## src/rtl/assert_macros.svh

```systemverilog
// assertion macros shared by the rtl modules
`ifndef ASSERT_MACROS_SVH
`define ASSERT_MACROS_SVH

// property must hold at every clock edge outside reset
`define DHB_ASSERT(lbl, clk, rstn, prop) \
    lbl: assert property (@(posedge clk) disable iff (!rstn) prop) \
        else $error("assertion failed");

// condition must never be seen outside reset
`define DHB_NEVER(lbl, clk, rstn, prop) \
    lbl: assert property (@(posedge clk) disable iff (!rstn) !(prop)) \
        else $error("forbidden condition seen");

`endif

```

## src/rtl/dhb_pkg.sv

```systemverilog
// constants, tables and shared types of the b-dot activity core
package dhb_pkg;

    localparam int unsigned CFG_IDX_W = 1;
    localparam logic [CFG_IDX_W-1:0] REG_IONIC_STRENGTH = 1'b0;
    localparam logic [CFG_IDX_W-1:0] REG_LOG_LIMIT      = 1'b1;

    localparam logic [15:0] CONST_A     = 16'd33515;
    localparam logic [15:0] CONST_B     = 16'd21548;
    localparam logic [11:0] CONST_BDOT  = 12'd2687;
    localparam logic [31:0] LOG2_10_Q30 = 32'd3566893132;
    localparam logic [29:0] LN2_Q30     = 30'd744261118;
    localparam logic [31:0] ONE_Q24     = 32'h0100_0000;

    localparam int unsigned SQRT_STEPS   = 20;
    localparam int unsigned QUO_W        = 28;
    localparam int unsigned SERIES_TERMS = 12;

    localparam logic signed [19:0] LIMIT_RESET = 20'sd131072;
    localparam logic signed [29:0] LG_FLOOR    = -30'sd524288;

    // floor(x / n) = (x * DIV_MAGIC[n]) >> DIV_SHIFT[n] for any x below 2^31
    localparam logic [31:0] DIV_MAGIC [1:12] = '{
        32'd2147483648, 32'd2147483648, 32'd2863311531, 32'd2147483648,
        32'd3435973837, 32'd2863311531, 32'd2454267027, 32'd2147483648,
        32'd3817748708, 32'd3435973837, 32'd3123612579, 32'd2863311531
    };
    localparam int unsigned DIV_SHIFT [1:12] = '{
        31, 32, 33, 33, 34, 34, 34, 34, 35, 35, 35, 35
    };

    typedef struct packed {
        logic zero;
        logic uflow;
    } t_flags;

    typedef struct packed {
        logic [31:0] coeff;
        logic        sat;
    } t_result;

endpackage

```

## src/rtl/dhb_isqrt.sv

```systemverilog
// bit-serial square root of the ionic strength, two radicand bits per cycle
module dhb_isqrt (
    input  logic        i_clk,
    input  logic        i_rst_n,
    input  logic        i_start,
    input  logic [23:0] i_value,
    output logic        o_busy,
    output logic [19:0] o_root
);

    logic [39:0] r_src;
    logic [22:0] r_rem;
    logic [19:0] r_root;
    logic [4:0]  r_cnt;
    logic        r_busy;

    logic [24:0] rem_sh;
    logic [24:0] trial;
    logic        ge;

    assign rem_sh = {r_rem, r_src[39:38]};
    assign trial  = {3'b000, r_root, 2'b01};
    assign ge     = (rem_sh >= trial);

    always_ff @(posedge i_clk) begin
        if (!i_rst_n) begin
            r_busy <= 1'b0;
            r_cnt  <= '0;
            r_root <= '0;
            r_rem  <= '0;
            r_src  <= '0;
        end else if (i_start) begin
            r_busy <= 1'b1;
            r_cnt  <= '0;
            r_root <= '0;
            r_rem  <= '0;
            r_src  <= {i_value, 16'h0000};
        end else if (r_busy) begin
            r_src  <= {r_src[37:0], 2'b00};
            r_root <= {r_root[18:0], ge};
            r_rem  <= ge ? 23'(rem_sh - trial) : rem_sh[22:0];
            if (r_cnt == 5'(dhb_pkg::SQRT_STEPS - 1)) begin
                r_busy <= 1'b0;
                r_cnt  <= '0;
            end else begin
                r_cnt  <= r_cnt + 5'd1;
            end
        end
    end

    assign o_busy = r_busy;
    assign o_root = r_root;

    `include "assert_macros.svh"

    `DHB_ASSERT(a_start_busy, i_clk, i_rst_n, i_start |=> o_busy)
    `DHB_NEVER(a_cnt_range, i_clk, i_rst_n, r_cnt >= 5'(dhb_pkg::SQRT_STEPS))

endmodule

```

## config.mk

```make
export PLATFORM = sky130hd
export DESIGN_NAME = dhb_isqrt
export DESIGN_NICKNAME = d
export VERILOG_FILES = /design/src/rtl/dhb_pkg.sv /design/src/rtl/dhb_isqrt.sv
export VERILOG_INCLUDE_DIRS = /design/src /design/src/rtl
export SDC_FILE = /design/constraint.sdc
export NUM_CORES = 1
export LEC_CHECK = 0
export BUFFER_PORTS_ARGS = -buffer_cell sky130_fd_sc_hd__buf_4
export CORE_MARGIN = 4
export CORE_UTILIZATION = 40
export DETAILED_ROUTE_END_ITERATION = 8
export SLEW_MARGIN = 20
export SYNTH_ARGS = -nofsm -noshare
export SYNTH_HDL_FRONTEND = slang
export SYNTH_SLANG_ARGS = --single-unit
```

## constraint.sdc

```tcl
create_clock -name i_clk -period 4.6 [get_ports i_clk]
set_clock_uncertainty 0.15 [all_clocks]
set_input_delay 0.46 -clock i_clk [delete_from_list [all_inputs] [get_ports i_clk]]
set_output_delay 0.46 -clock i_clk [all_outputs]
set_load 0.02 [all_outputs]
```

==> flow_summary.html, run 1 <==
<table>
<tr><th>Metric</th><th>Value</th></tr>
<tr><th colspan="2">Routing</th></tr>
<tr><td>Total detailed-routing wirelength</td><td>10000 um</td></tr>
<tr><td>Remaining number of nets flagged by the antenna check after routing</td><td>0</td></tr>
<tr><td>Wire per inst</td><td>14.2 um</td></tr>
<tr><td>First-pass DRT Iterations</td><td>5</td></tr>
<tr><td>DRC marker count from the first detailed-route iteration</td><td>144</td></tr>
<tr><td>Overall via count from detail_route</td><td>3768</td></tr>
<tr><td>Vias per std cell</td><td>between 5 and 6</td></tr>
<tr><td>Count of unresolved DRC violations after routing</td><td>0</td></tr>
<tr><th colspan="2">Synthesis</th></tr>
<tr><td>Main combinational cell family by area after synthesis</td><td>simple AND/OR/NAND/NOR gates</td></tr>
<tr><td>Mux cell area share after synthesis</td><td>about an eighth</td></tr>
<tr><td>Warnings from Yosys</td><td>0</td></tr>
<tr><td>Simple-gate share of the synthesized area</td><td>19.4%</td></tr>
<tr><td>Net count after synthesis</td><td>a little under 600</td></tr>
<tr><td>Synthesized area</td><td>4440 um^2</td></tr>
<tr><td>Sequential-to-total area share from yosys stat</td><td>32.9%</td></tr>
<tr><td>Post-Syn Instances</td><td>533</td></tr>
<tr><td>Top flip-flop cell by instance count after synthesis</td><td>dfxtp_1</td></tr>
<tr><td>Fraction of the mapped netlist area in adder cells</td><td>6.48%</td></tr>
<tr><td>Xor and xnor fraction of the mapped netlist area</td><td>2.96%</td></tr>
<tr><td>Number of distinct standard cells referenced by the synthesized netlist</td><td>65</td></tr>
<tr><td>Post-Syn Area per Cell</td><td>8.33 um^2</td></tr>
<tr><td>Fraction of the mapped netlist area in compound gates</td><td>19.0%</td></tr>
<tr><td>Number of flops mapped to enable cells by yosys</td><td>0</td></tr>
<tr><td>Async set-or-reset flop fraction in the synthesized netlist</td><td>0%</td></tr>
<tr><td>Yosys reg bits</td><td>73</td></tr>
<tr><th colspan="2">Floorplanning</th></tr>
<tr><td>Die boundary width</td><td>113 um</td></tr>
<tr><td>Std cell rows</td><td>38</td></tr>
<tr><td>Die height</td><td>between 100 and 150 um</td></tr>
<tr><td>Initial core utilization</td><td>41.0%</td></tr>
<tr><td>Die area</td><td>12900 um^2</td></tr>
<tr><td>Number of primary I/O pins</td><td>48</td></tr>
<tr><td>Area of the core</td><td>between 10000 and 15000 um^2</td></tr>
<tr><th colspan="2">STA</th></tr>
<tr><td>Hold Fails Final Rpt</td><td>0</td></tr>
<tr><td>Total count of max-transition violations in the final report</td><td>0</td></tr>
<tr><td>Final clock period utilization by the worst path</td><td>67.7%</td></tr>
<tr><td>Count of endpoints failing setup in the final report</td><td>0</td></tr>
<tr><td>Max-slew headroom</td><td>32.5%</td></tr>
<tr><td>RSZ-0062 raised after global routing</td><td>false</td></tr>
<tr><td>Top achievable clock speed</td><td>321 MHz</td></tr>
<tr><td>Post-route setup TNS</td><td>0 ns</td></tr>
<tr><td>Transition time of the tightest slew-check pin</td><td>approximately 1 ns</td></tr>
<tr><td>Post-layout minimum cycle time</td><td>3.11 ns</td></tr>
<tr><th colspan="2">Worst setup path</th></tr>
<tr><td>End of the worst register-to-register path</td><td>r_rem[16]</td></tr>
<tr><td>Family with the most delay on the worst path</td><td>simple AND/OR/NAND/NOR gates</td></tr>
<tr><td>Flop-to-flop setup slack</td><td>roughly 1.5 ns</td></tr>
<tr><td>WS Path Type</td><td>reg2reg</td></tr>
<tr><td>Cell depth of the worst flop-to-flop path</td><td>9</td></tr>
<tr><td>Critical R2R Launch</td><td>o_root[6]</td></tr>
<tr><td>WP data arrival</td><td>between 3 and 4 ns</td></tr>
<tr><td>Crit path buffers/inverters</td><td>1</td></tr>
<tr><td>Worst path slowest cell</td><td>or3_1</td></tr>
<tr><td>Cell chain of the critical path</td><td>inv_1, ha_1, nand4_1, nor4_1, nand2_1, nand3_2, or3_1, nand3_1, o21ai_0</td></tr>
<tr><td>Worst path max stage delay</td><td>0.70 ns</td></tr>
<tr><td>Capturing element type of the critical path</td><td>flip-flop</td></tr>
<tr><td>Category of the worst setup path launch point</td><td>flip-flop</td></tr>
<tr><td>Worst path required time</td><td>~4.7 ns</td></tr>
<tr><td>Critical path fanouts, max</td><td>17</td></tr>
<tr><th colspan="2">GRT</th></tr>
<tr><td>Grt total ovfl</td><td>0</td></tr>
<tr><td>Largest net degree at the start of global routing</td><td>52</td></tr>
<tr><td>Antenna violations before repair</td><td>0</td></tr>
<tr><td>Global-route wire length before repair</td><td>roughly 17000 um</td></tr>
<tr><td>Tot GR Track Use</td><td>16.2%</td></tr>
<tr><td>Via count of the first global-routing pass</td><td>roughly 3.6k</td></tr>
<tr><th colspan="2">Clocking</th></tr>
<tr><td>CTS Hold Buffers Added</td><td>0</td></tr>
<tr><td>Clock-pin slew on the worst setup and hold paths</td><td>around 0.080 ns</td></tr>
<tr><td># resized after CTS</td><td>0</td></tr>
<tr><td>Root buf cell</td><td>clkbuf_8</td></tr>
<tr><td>Clock tree from TritonCTS</td><td>done</td></tr>
<tr><td>Sink count of the clock tree</td><td>73</td></tr>
<tr><td>Post-CTS Setup Inserts</td><td>0</td></tr>
<tr><td>H-tree levels</td><td>3</td></tr>
<tr><td>Clock latency reported for the late side of the worst-skew pair</td><td>around 0.35 ns</td></tr>
<tr><td>Number of buffers created by CTS</td><td>9</td></tr>
<tr><td>Maximum clock insertion buffer count</td><td>2</td></tr>
<tr><th colspan="2">Placed design</th></tr>
<tr><td>Number of buffers added on ports</td><td>47</td></tr>
<tr><td>Detail Placement HPWL</td><td>7140 um</td></tr>
<tr><td>GP Congestion</td><td>0.806</td></tr>
<tr><td>Number of cells after detailed placement</td><td>692</td></tr>
<tr><th colspan="2">Power and ir drop</th></tr>
<tr><td>Post-layout power</td><td>roughly 1800 uW</td></tr>
<tr><td>Worst vdd rail ir drop</td><td>0.152 mV</td></tr>
<tr><td>Total leakage power</td><td>roughly 0.0021 uW</td></tr>
<tr><td>Power density of the placed cells</td><td>351 nW/um^2</td></tr>
<tr><th colspan="2">Min path</th></tr>
<tr><td>Worst hold start</td><td>i_value[0]</td></tr>
<tr><td>Worst hold path type</td><td>in2reg</td></tr>
<tr><td>Endpoint with the worst hold slack</td><td>r_src[16]</td></tr>
<tr><td>Worst hold path depth</td><td>3</td></tr>
<tr><th colspan="2">Cells and area</th></tr>
<tr><td>Most common cell after layout, fill and taps aside</td><td>dfxtp_1</td></tr>
<tr><td>Ratio of cells with drive above 1 in the final layout</td><td>14.1%</td></tr>
<tr><td>Count of inserted antenna diode cells</td><td>0</td></tr>
<tr><td>Non-Filler Instances</td><td>707</td></tr>
<tr><td>Layout net count</td><td>613</td></tr>
<tr><td>Count of fill cells added during filler insertion</td><td>1134</td></tr>
<tr><td>Commonest cells after routing, fill and taps aside</td><td>72 x dfxtp_1, 56 x o21ai_0, 54 x mux2i_1, 51 x nand2_1, 50 x buf_4</td></tr>
<tr><td>Growth of design area from synthesis to finish</td><td>12.8%</td></tr>
<tr><th colspan="2">Run</th></tr>
<tr><td>Reported max-cap violation count</td><td>0</td></tr>
<tr><th colspan="2">Outcome</th></tr>
<tr><td>Outcome</td><td>finished, final reports clean</td></tr>
</table>
metrics by stage:
step | setup slack [ns] | cell area, um^2 | util, % | hold slack [ns]
6_report | 1.49 | 5010 | 46.2 | 0.226
5_1_grt | 1.11 | 5010 | 46.2 | 0.237
4_1_cts | 1.42 | 5010 | 46.2 | 0.205
3_5_place_dp | 1.48 | 4810 | 44.4 | 0.337
3_3_place_gp | 1.64 | 4810 | 44.4 | 0.321
2_1_floorplan | 2.00 | 4440 | - | 0.305
worst min-delay path, delay by kind of cell:
kind | cells | cell delay [ns]
compound gates | 1 | 0.05
buf+inv | 1 | 0.08
simple gates | 1 | 0.09
sequential cells by signal, summed over array words and instances, names as in the netlist:
signal  cells
r_src      24
r_rem      23
o_root     20
r_cnt       5
o_busy      1
how the worst max path moves through the flow:
stage,startpoint,endpoint,depth (start not counted)
after CTS,o_root[6],r_rem[16],9
after floorplan,o_root[11],r_rem[20],12
after global placement,o_root[8],r_rem[18],9
after detailed placement,o_root[6],r_rem[16],9
final,o_root[6],r_rem[16],9
after global routing,o_root[6],r_rem[16],9
final cells by class:
class / count / area (um^2) / area share, %
Clock buffer: 13 / 159 / 3.17
Clock inverter: 2 / 37.5 / 0.749
Inverter: 28 / 105 / 2.10
Multi-Input combinational cell: 401 / 2690 / 53.7
Sequential cell: 73 / 1470 / 29.2
Tap cell: 140 / 175 / 3.50
Timing Repair Buffer: 50 / 375 / 7.49
cells in the mapped netlist (3+ instances only):
cell type | count | area (um^2)
xor2_1 | 8 | 70.1
buf_1 | 4 | 15.0
nor3_1 | 6 | 30.0
or3_1 | 5 | 31.3
mux2i_1 | 54 | 541
ha_1 | 23 | 288
inv_1 | 27 | 101
a31oi_1 | 6 | 37.5
a211oi_1 | 3 | 22.5
clkbuf_1 | 18 | 67.6
buf_6 | 5 | 56.3
o2111ai_1 | 3 | 26.3
o21ai_0 | 56 | 280
o21a_1 | 4 | 30.0
a41oi_1 | 4 | 35.0
nor3b_1 | 5 | 37.5
nor2b_1 | 6 | 37.5
nand3_1 | 9 | 45.0
a21o_1 | 5 | 37.5
xnor2_1 | 7 | 61.3
dfxtp_1 | 73 | 1460
nand2b_1 | 5 | 31.3
nand4_1 | 5 | 31.3
a21oi_1 | 27 | 135
and3_1 | 6 | 37.5
nor2_1 | 39 | 146
nand2_1 | 51 | 191
and2_1 | 23 | 144
report_power, final:
part / leakage [uW] / internal, uW / switching, uW / total [uW]
sequential: 0.000596 / 659 / 27.5 / 686
combinational: 0.00141 / 248 / 310 / 558
clock: 0.0000957 / 278 / 235 / 513
per-layer routing:
layer	up-vias	share of wire [%]	GRT usage (%)
li1	1943	-	-
met1	1751	49	22.0
met2	65	45	25.4
met3	9	4.9	4.06
met4	0	1.2	4.81
met5	-	0	0
cells by family after synthesis:
family	after synthesis
compound gates	136
flops	73
mux	56
simple gates	171
xor+xnor	15
fa+ha+maj	23
buf+inv	59
Power figures use the tool's default switching activity.
==> run 2, diff against run 1 <==
Settings changed: ABC_AREA set to 1.
Clock period 4.6 ns to 2.7 ns, I/O delays scaled along.
==> run 2 against run 1 <==
- flip-flop and latch count stayed put
- final cell count rose by 31%
- setup slack got worse by 1.2 ns
- routed wire length increased by 35%
- critical path type unchanged
- design area is 10% higher
- combinational power rose to 6.4 times the previous value
- fmax up 27%
- global-route usage rose by 4.9 points
- power rose to 3.5 times the previous value
- sequential share of layout area decreased by 2.8 points
- first-iteration DRC count rose by 53%
==> flow_summary.html, run 2 <==
<table>
<tr><th>Metric</th><th>Value</th></tr>
<tr><th colspan="2">Cells and area</th></tr>
<tr><td>Most common cell after layout, fill and taps aside</td><td>nand2_1</td></tr>
<tr><td>Count of inserted antenna diode cells</td><td>0 (unchanged)</td></tr>
<tr><td>Layout net count</td><td>825 (+35%)</td></tr>
<tr><td>Reg with most FFs</td><td>r_src</td></tr>
<tr><td>Largest register FFs</td><td>24 (unchanged)</td></tr>
<tr><td>Ratio of cells with drive above 1 in the final layout</td><td>13.3% (-0.78 points)</td></tr>
<tr><td>Commonest cells after routing, fill and taps aside</td><td>190 x nand2_1, 118 x inv_1, 72 x dfxtp_1, 55 x nor2_1, 55 x buf_4</td></tr>
<tr><td>Growth of design area from synthesis to finish</td><td>16.3%</td></tr>
<tr><th colspan="2">Placed design</th></tr>
<tr><td>Detail Placement HPWL</td><td>10000 um (+40%)</td></tr>
<tr><td>Number of buffers added on ports</td><td>47 (unchanged)</td></tr>
<tr><td>GP Congestion</td><td>0.952 (+18%)</td></tr>
<tr><th colspan="2">STA</th></tr>
<tr><td>Total count of max-transition violations in the final report</td><td>0 (unchanged)</td></tr>
<tr><td>Max-slew headroom</td><td>52.7% (+20 points)</td></tr>
<tr><td>Transition time of the tightest slew-check pin</td><td>0.708 ns (-0.300 ns)</td></tr>
<tr><td>Top achievable clock speed</td><td>407 MHz (+27%)</td></tr>
<tr><td>Final clock period utilization by the worst path</td><td>90.9% (+23 points)</td></tr>
<tr><td>Post-route setup TNS</td><td>0 ns (unchanged)</td></tr>
<tr><td>RSZ-0062 raised after global routing</td><td>false</td></tr>
<tr><td>Count of endpoints failing setup in the final report</td><td>0 (unchanged)</td></tr>
<tr><td>Hold Fails Final Rpt</td><td>0 (unchanged)</td></tr>
<tr><td>Post-layout minimum cycle time</td><td>2.45 ns (-0.658 ns)</td></tr>
<tr><th colspan="2">Routing</th></tr>
<tr><td>Remaining number of nets flagged by the antenna check after routing</td><td>0 (unchanged)</td></tr>
<tr><td>Count of unresolved DRC violations after routing</td><td>0 (unchanged)</td></tr>
<tr><td>Wire per inst</td><td>14.7 um (+3.8%)</td></tr>
<tr><td>First-pass DRT Iterations</td><td>4 (-1)</td></tr>
<tr><td>DRC marker count from the first detailed-route iteration</td><td>221 (+53%)</td></tr>
<tr><td>Vias per std cell</td><td>5.16 (-3.3%)</td></tr>
<tr><td>Overall via count from detail_route</td><td>4759 (+26%)</td></tr>
<tr><td>Total detailed-routing wirelength</td><td>13600 um (+35%)</td></tr>
<tr><th colspan="2">Synthesis</th></tr>
<tr><td>Number of distinct standard cells referenced by the synthesized netlist</td><td>33 (-49%)</td></tr>
<tr><td>Net count after synthesis</td><td>791 (+36%)</td></tr>
<tr><td>Synthesized area</td><td>4760 um^2 (+7.2%)</td></tr>
<tr><td>Most numerous cell types in the synthesized netlist</td><td>190 x nand2_1, 118 x inv_1, 73 x dfxtp_1</td></tr>
<tr><td>Sequential-to-total area share from yosys stat</td><td>30.7% (-2.2 points)</td></tr>
<tr><td>Number of flops mapped to enable cells by yosys</td><td>0 (unchanged)</td></tr>
<tr><td>Yosys reg bits</td><td>73 (unchanged)</td></tr>
<tr><td>Async set-or-reset flop fraction in the synthesized netlist</td><td>0% (unchanged)</td></tr>
<tr><td>Top flip-flop cell by instance count after synthesis</td><td>dfxtp_1</td></tr>
<tr><td>Top post-synthesis cells by area</td><td>dfxtp_1 31%, nand2_1 15%, inv_1 9.3%</td></tr>
<tr><td>Post-Syn Area per Cell</td><td>6.42 um^2 (-23%)</td></tr>
<tr><td>Post-Syn Instances</td><td>741 (+39%)</td></tr>
<tr><td>Most common cell in the synthesized netlist</td><td>nand2_1</td></tr>
<tr><td>Share of the synthesized area in the top cell type</td><td>30.7% (-2.2 points)</td></tr>
<tr><td>Area leader, netlist</td><td>dfxtp_1</td></tr>
<tr><td>Warnings from Yosys</td><td>0 (unchanged)</td></tr>
<tr><th colspan="2">Floorplanning</th></tr>
<tr><td>Die height</td><td>117 um (+3.3%)</td></tr>
<tr><td>Area of the core</td><td>11500 um^2 (+6.2%)</td></tr>
<tr><td>Die boundary width</td><td>117 um (+3.3%)</td></tr>
<tr><td>Std cell rows</td><td>39 (+2.6%)</td></tr>
<tr><td>Die area</td><td>13700 um^2 (+6.6%)</td></tr>
<tr><td>Initial core utilization</td><td>41.3% (+0.36 points)</td></tr>
<tr><td>Number of primary I/O pins</td><td>48 (unchanged)</td></tr>
<tr><th colspan="2">Min path</th></tr>
<tr><td>Worst hold path type</td><td>in2reg</td></tr>
<tr><th colspan="2">Power and ir drop</th></tr>
<tr><td>Logic gate share of total power</td><td>57.7% (+26 points)</td></tr>
<tr><td>Cell-internal power</td><td>3140 uW (+170%)</td></tr>
<tr><td>Net switching power</td><td>3020 uW (+430%)</td></tr>
<tr><td>Part of the power in the clock network</td><td>21.3% (-7.9 points)</td></tr>
<tr><td>Switching portion of total power</td><td>49.0% (+16 points)</td></tr>
<tr><td>Sequential share of power</td><td>21.0% (-18 points)</td></tr>
<tr><td>Worst vdd rail ir drop</td><td>0.679 mV (+350%)</td></tr>
<tr><td>Total leakage power</td><td>0.00283 uW (+35%)</td></tr>
<tr><td>Power density of the placed cells</td><td>1110 nW/um^2 (+220%)</td></tr>
<tr><td>Post-layout power</td><td>6160 uW (+250%)</td></tr>
<tr><th colspan="2">Clocking</th></tr>
<tr><td>Clock-pin slew on the worst setup and hold paths</td><td>0.06 ns (-0.02 ns)</td></tr>
<tr><td>Sink count of the clock tree</td><td>73 (unchanged)</td></tr>
<tr><td>H-tree levels</td><td>3 (unchanged)</td></tr>
<tr><td>CTS Hold Buffers Added</td><td>0 (unchanged)</td></tr>
<tr><td>Number of buffers created by CTS</td><td>9 (unchanged)</td></tr>
<tr><td>Clock tree from TritonCTS</td><td>done</td></tr>
<tr><td># resized after CTS</td><td>0 (unchanged)</td></tr>
<tr><td>Maximum clock insertion buffer count</td><td>2 (unchanged)</td></tr>
<tr><td>Clock latency reported for the late side of the worst-skew pair</td><td>0.35 ns (about the same)</td></tr>
<tr><td>Post-CTS Setup Inserts</td><td>0 (unchanged)</td></tr>
<tr><td>Root buf cell</td><td>clkbuf_16</td></tr>
<tr><th colspan="2">GRT</th></tr>
<tr><td>Tot GR Track Use</td><td>21.1% (+4.9 points)</td></tr>
<tr><td>Largest net degree at the start of global routing</td><td>38 (-27%)</td></tr>
<tr><td>Grt total ovfl</td><td>0 (unchanged)</td></tr>
<tr><td>Via count of the first global-routing pass</td><td>4606 (+29%)</td></tr>
<tr><td>Antenna violations before repair</td><td>0 (unchanged)</td></tr>
<tr><td>Global-route wire length before repair</td><td>22700 um (+33%)</td></tr>
<tr><th colspan="2">Worst setup path</th></tr>
<tr><td>Critical path fanouts, max</td><td>23 (+6)</td></tr>
<tr><td>WS Path Type</td><td>reg2reg</td></tr>
<tr><td>Worst path required time</td><td>2.83 ns (-1.88 ns)</td></tr>
<tr><td>Category of the worst setup path launch point</td><td>flip-flop</td></tr>
<tr><td>WP data arrival</td><td>2.58 ns (-0.64 ns)</td></tr>
<tr><td>Capturing element type of the critical path</td><td>flip-flop</td></tr>
<tr><th colspan="2">Run</th></tr>
<tr><td>Reported max-cap violation count</td><td>0 (unchanged)</td></tr>
<tr><th colspan="2">Outcome</th></tr>
<tr><td>Outcome</td><td>finished, final reports clean</td></tr>
</table>
[run 2: final timing paths]
kind,start,cells past startpoint,slack (ns),endpoint
max,o_root[15],12,0.25,r_rem[17]
min,i_value[1],3,0.04,r_src[17]
max reg2reg,o_root[15],12,0.25,r_rem[17]
min reg2reg,r_src[37],2,0.34,r_src[37]
[run 2: cell type report]
| cell class | count | area [um^2] |
|---|---|---|
| Clock buffer | 10 | 229 |
| Clock inverter | 6 | 91.3 |
| Fill cell | 1164 | 5980 |
| Inverter | 124 | 465 |
| Multi-Input combinational cell | 512 | 2690 |
| Sequential cell | 73 | 1460 |
| Tap cell | 143 | 179 |
| Timing Repair Buffer | 55 | 413 |
[run 2: kinds of logic after synthesis]
kind of cell | synth area share, %
AOI/OAI and AO/OA | 12.3
buffers and inverters | 12.7
xor gates and xnor gates | 2.21
DFF | 30.7
and+or+nand+nor | 36.1
adders and majority gates | 6.05
[run 2: metrics by stage]
stage	setup slack, ns	util, %	area (um^2)	hold slack (ns)	std cells
floorplan	0.565	-	4760	0.269	741
global placement	0.213	45.3	5210	0.320	907
detailed placement	0.235	45.3	5210	0.325	907
CTS	0.204	48.1	5530	0.0374	923
global route	0.0226	48.1	5530	0.0502	923
finish	0.246	48.1	5530	0.0413	923
[run 2: power by group through the flow]
stage	registers, uW	clock network (uW)	logic [uW]
floorplan	1290	0	2790
global placement	1310	0	3560
detailed placement	1310	0	3550
CTS	1290	1340	3570
global route	1310	1380	4040
finish	1290	1310	3560
[run 2: critical path, cell delays in order, from the launching register on]
cell	delay, ns
dfxtp_1	0.35
inv_1	0.07
ha_1	0.43
nand2_2	0.10
nor2_2	0.20
nand4_2	0.14
a21oi_2	0.17
nor2_4	0.06
nand2_4	0.23
nand2_1	0.14
nor2_1	0.19
nor2_1	0.07
nor2_1	0.08
[run 2: routing by layer]
layer	share of wire (%)	up-vias	global-route usage, %
met5	0	-	0
met4	1.6	0	6.80
met3	5.5	15	4.06
met2	46	122	34.9
met1	47	2158	27.7
li1	-	2464	-
==> run 3, diff against run 2 <==
Clock period 2.7 ns to 2.6 ns, I/O delays scaled along.
==> run 3 against run 2 <==
- routed wire length up 0.36%
- register-to-register slack got worse by 0.06 ns
- largest power group unchanged
- non-clock buffer count increased by 1
- first-iteration DRC count is 40% higher
- final cell count is 0.11% higher
- power increased by 4.1%
- fmax rose by 1.7%
==> flow_summary.html, run 3 (synthesis results as in run 2) <==
<table>
<tr><th>Metric</th><th>Value</th></tr>
<tr><th colspan="2">Outcome</th></tr>
<tr><td>Outcome</td><td>finished, final reports clean</td></tr>
<tr><th colspan="2">Clocking</th></tr>
<tr><td>Maximum clock insertion buffer count</td><td>2 (unchanged)</td></tr>
<tr><td>Clock latency reported for the late side of the worst-skew pair</td><td>0.33 ns (-0.02 ns)</td></tr>
<tr><td>Clock tree from TritonCTS</td><td>done</td></tr>
<tr><td>H-tree levels</td><td>3 (unchanged)</td></tr>
<tr><td>Clock-pin slew on the worst setup and hold paths</td><td>0.06 ns (about the same)</td></tr>
<tr><td>Number of buffers created by CTS</td><td>9 (unchanged)</td></tr>
<tr><td>Sink count of the clock tree</td><td>73 (unchanged)</td></tr>
<tr><td>Root buf cell</td><td>clkbuf_16</td></tr>
<tr><th colspan="2">Cells and area</th></tr>
<tr><td>Count of fill cells added during filler insertion</td><td>1192 (+2.4%)</td></tr>
<tr><td>Layout net count</td><td>826 (+0.12%)</td></tr>
<tr><td>Reg with most FFs</td><td>r_src</td></tr>
<tr><td>Commonest cells after routing, fill and taps aside</td><td>190 x nand2_1, 118 x inv_1, 72 x dfxtp_1, 55 x nor2_1, 54 x buf_4</td></tr>
<tr><td>Non-Filler Instances</td><td>924 (+0.11%)</td></tr>
<tr><td>Ratio of cells with drive above 1 in the final layout</td><td>13.4% (+0.11 points)</td></tr>
<tr><td>Growth of design area from synthesis to finish</td><td>16.5%</td></tr>
<tr><td>Design Area, Final</td><td>5540 um^2 (+0.16%)</td></tr>
<tr><td>Largest register FFs</td><td>24 (unchanged)</td></tr>
<tr><td>Most common cell after layout, fill and taps aside</td><td>nand2_1</td></tr>
<tr><td>Count of inserted antenna diode cells</td><td>0 (unchanged)</td></tr>
<tr><th colspan="2">Worst setup path</th></tr>
<tr><td>Worst path required time</td><td>2.72 ns (-0.11 ns)</td></tr>
<tr><td>Flop-to-flop setup slack</td><td>0.19 ns (-0.06 ns)</td></tr>
<tr><td>WP data arrival</td><td>2.54 ns (-0.04 ns)</td></tr>
<tr><td>Category of the worst setup path launch point</td><td>flip-flop</td></tr>
<tr><td>WS Path Type</td><td>reg2reg</td></tr>
<tr><td>Critical path fanouts, max</td><td>21 (-8.7%)</td></tr>
<tr><td>Capturing element type of the critical path</td><td>flip-flop</td></tr>
<tr><th colspan="2">STA</th></tr>
<tr><td>Transition time of the tightest slew-check pin</td><td>0.661 ns (-0.0473 ns)</td></tr>
<tr><td>Post-route setup TNS</td><td>0 ns (unchanged)</td></tr>
<tr><td>Final clock period utilization by the worst path</td><td>92.8% (+1.9 points)</td></tr>
<tr><td>Count of endpoints failing setup in the final report</td><td>0 (unchanged)</td></tr>
<tr><td>Post-layout minimum cycle time</td><td>2.41 ns (-0.0417 ns)</td></tr>
<tr><td>Top achievable clock speed</td><td>414 MHz (+1.7%)</td></tr>
<tr><td>Hold Worst Slack</td><td>0.0442 ns (+0.00291 ns)</td></tr>
<tr><td>Total count of max-transition violations in the final report</td><td>0 (unchanged)</td></tr>
<tr><td>RSZ-0062 raised after global routing</td><td>false</td></tr>
<tr><td>Max-slew headroom</td><td>55.9% (+3.2 points)</td></tr>
<tr><td>Hold Fails Final Rpt</td><td>0 (unchanged)</td></tr>
<tr><td>Final setup margin</td><td>0.187 ns (-0.0583 ns)</td></tr>
<tr><th colspan="2">Floorplanning</th></tr>
<tr><td>Die area</td><td>13700 um^2 (unchanged)</td></tr>
<tr><td>Area of the core</td><td>11500 um^2 (unchanged)</td></tr>
<tr><td>Initial core utilization</td><td>41.3% (unchanged)</td></tr>
<tr><td>Std cell rows</td><td>39 (unchanged)</td></tr>
<tr><td>Die height</td><td>117 um (unchanged)</td></tr>
<tr><td>Die boundary width</td><td>117 um (unchanged)</td></tr>
<tr><td>Number of primary I/O pins</td><td>48 (unchanged)</td></tr>
<tr><th colspan="2">Routing</th></tr>
<tr><td>Remaining number of nets flagged by the antenna check after routing</td><td>0 (unchanged)</td></tr>
<tr><td>First-pass DRT Iterations</td><td>5 (+1)</td></tr>
<tr><td>Vias per std cell</td><td>5.21 (+1.1%)</td></tr>
<tr><td>DRC marker count from the first detailed-route iteration</td><td>309 (+40%)</td></tr>
<tr><td>Overall via count from detail_route</td><td>4815 (+1.2%)</td></tr>
<tr><td>Total detailed-routing wirelength</td><td>13600 um (+0.36%)</td></tr>
<tr><td>Count of unresolved DRC violations after routing</td><td>0 (unchanged)</td></tr>
<tr><td>Wire per inst</td><td>14.8 um (+0.25%)</td></tr>
<tr><th colspan="2">GRT</th></tr>
<tr><td>Grt total ovfl</td><td>0 (unchanged)</td></tr>
<tr><td>Largest net degree at the start of global routing</td><td>45 (+18%)</td></tr>
<tr><td>Global-route wire length before repair</td><td>23000 um (+1.2%)</td></tr>
<tr><td>Tot GR Track Use</td><td>21.1% (+0.025 points)</td></tr>
<tr><td>Via count of the first global-routing pass</td><td>4729 (+2.7%)</td></tr>
<tr><td>Antenna violations before repair</td><td>0 (unchanged)</td></tr>
<tr><th colspan="2">Power and ir drop</th></tr>
<tr><td>Total leakage power</td><td>0.00283 uW (-0.16%)</td></tr>
<tr><td>Worst vdd rail ir drop</td><td>0.741 mV (+9.1%)</td></tr>
<tr><td>Switching portion of total power</td><td>49.6% (+0.64 points)</td></tr>
<tr><td>Cell-internal power</td><td>3230 uW (+2.7%)</td></tr>
<tr><td>Part of the power in the clock network</td><td>18.7% (-2.6 points)</td></tr>
<tr><td>Power density of the placed cells</td><td>1160 nW/um^2 (+3.9%)</td></tr>
<tr><td>Logic gate share of total power</td><td>60.3% (+2.6 points)</td></tr>
<tr><td>Sequential share of power</td><td>21.0% (about the same)</td></tr>
<tr><td>Net switching power</td><td>3180 uW (+5.4%)</td></tr>
<tr><th colspan="2">Placed design</th></tr>
<tr><td>GP Congestion</td><td>0.930 (-2.3%)</td></tr>
<tr><td>Detail Placement HPWL</td><td>10500 um (+4.9%)</td></tr>
<tr><td>Number of cells after detailed placement</td><td>908 (+0.11%)</td></tr>
<tr><td>Number of buffers added on ports</td><td>47 (unchanged)</td></tr>
<tr><td>Instance area after placement</td><td>5230 um^2 (+0.38%)</td></tr>
<tr><td>Worst setup slack after placement</td><td>0.205 ns (-0.0301 ns)</td></tr>
<tr><th colspan="2">Run</th></tr>
<tr><td>Reported max-cap violation count</td><td>0 (unchanged)</td></tr>
<tr><th colspan="2">Min path</th></tr>
<tr><td>Worst hold path type</td><td>in2reg</td></tr>
</table>
## run 3: cell type report
class / count / area [um^2] / area share (%)
clock buffers: 11 / 233 / 4.20
clock inverters: 5 / 56.3 / 1.02
inverters: 124 / 465 / 8.40
multi-input cells: 512 / 2710 / 48.8
flip-flops and latches: 73 / 1460 / 26.4
well taps: 143 / 179 / 3.23
repair buffers: 56 / 440 / 7.95
## run 3: layer usage
| layer | track usage [%] | part of all wire [%] | routed length [um] |
|---|---|---|---|
| met1 | 28.6 | 47 | 6470 |
| met2 | 33.9 | 45 | 6090 |
| met3 | 4.58 | 6.4 | 872 |
| met4 | 5.89 | 1.5 | 201 |
| met5 | 0 | 0 | 0 |
## run 3: worst paths after layout
kind / end / from / cells after the start
hold / removal: r_src[17] / i_value[1] / 3
setup / recovery: r_rem[12] / o_root[0] / 14
setup reg to reg: r_rem[12] / o_root[0] / 14
hold reg to reg: r_src[37] / r_src[37] / 2
## run 3: timing repair
action / in CTS / in global routing
setup endpoints to repair: 0 / 23
gates resized for setup: 0 / 4
setup buffers: 0 / 0
hold buffers: 0 / 0
## run 3: power groups by stage
| stage | combinational (uW) | sequential [uW] | clock [uW] |
|---|---|---|---|
| 2_1_floorplan | 2900 | 1340 | 0 |
| 3_3_place_gp | 3720 | 1370 | 0 |
| 3_5_place_dp | 3690 | 1370 | 0 |
| 4_1_cts | 3710 | 1340 | 1230 |
| 5_1_grt | 4370 | 1360 | 1270 |
| 6_report | 3870 | 1350 | 1200 |
## run 3: worst max-delay path, stage by stage, from the launching register on
cell and delay (ns):
dfxtp_1 0.36, inv_1 0.11, ha_1 0.38, nand2_1 0.10, nand2_1 0.10, nand2_1 0.08
nand2_1 0.05, nand2_1 0.12, nand3b_4 0.12, nand3_4 0.10, buf_4 0.30, nand4_1 0.17
nand3_1 0.11, nand2_1 0.05, inv_1 0.06
## run 3: through the flow
step                utilization, %  power, uW
global route                  48.1       6990
detailed placement            45.4       5060
CTS                           48.0       6280
global placement              45.4       5090
finish                        48.1       6410
floorplan                        -       4240
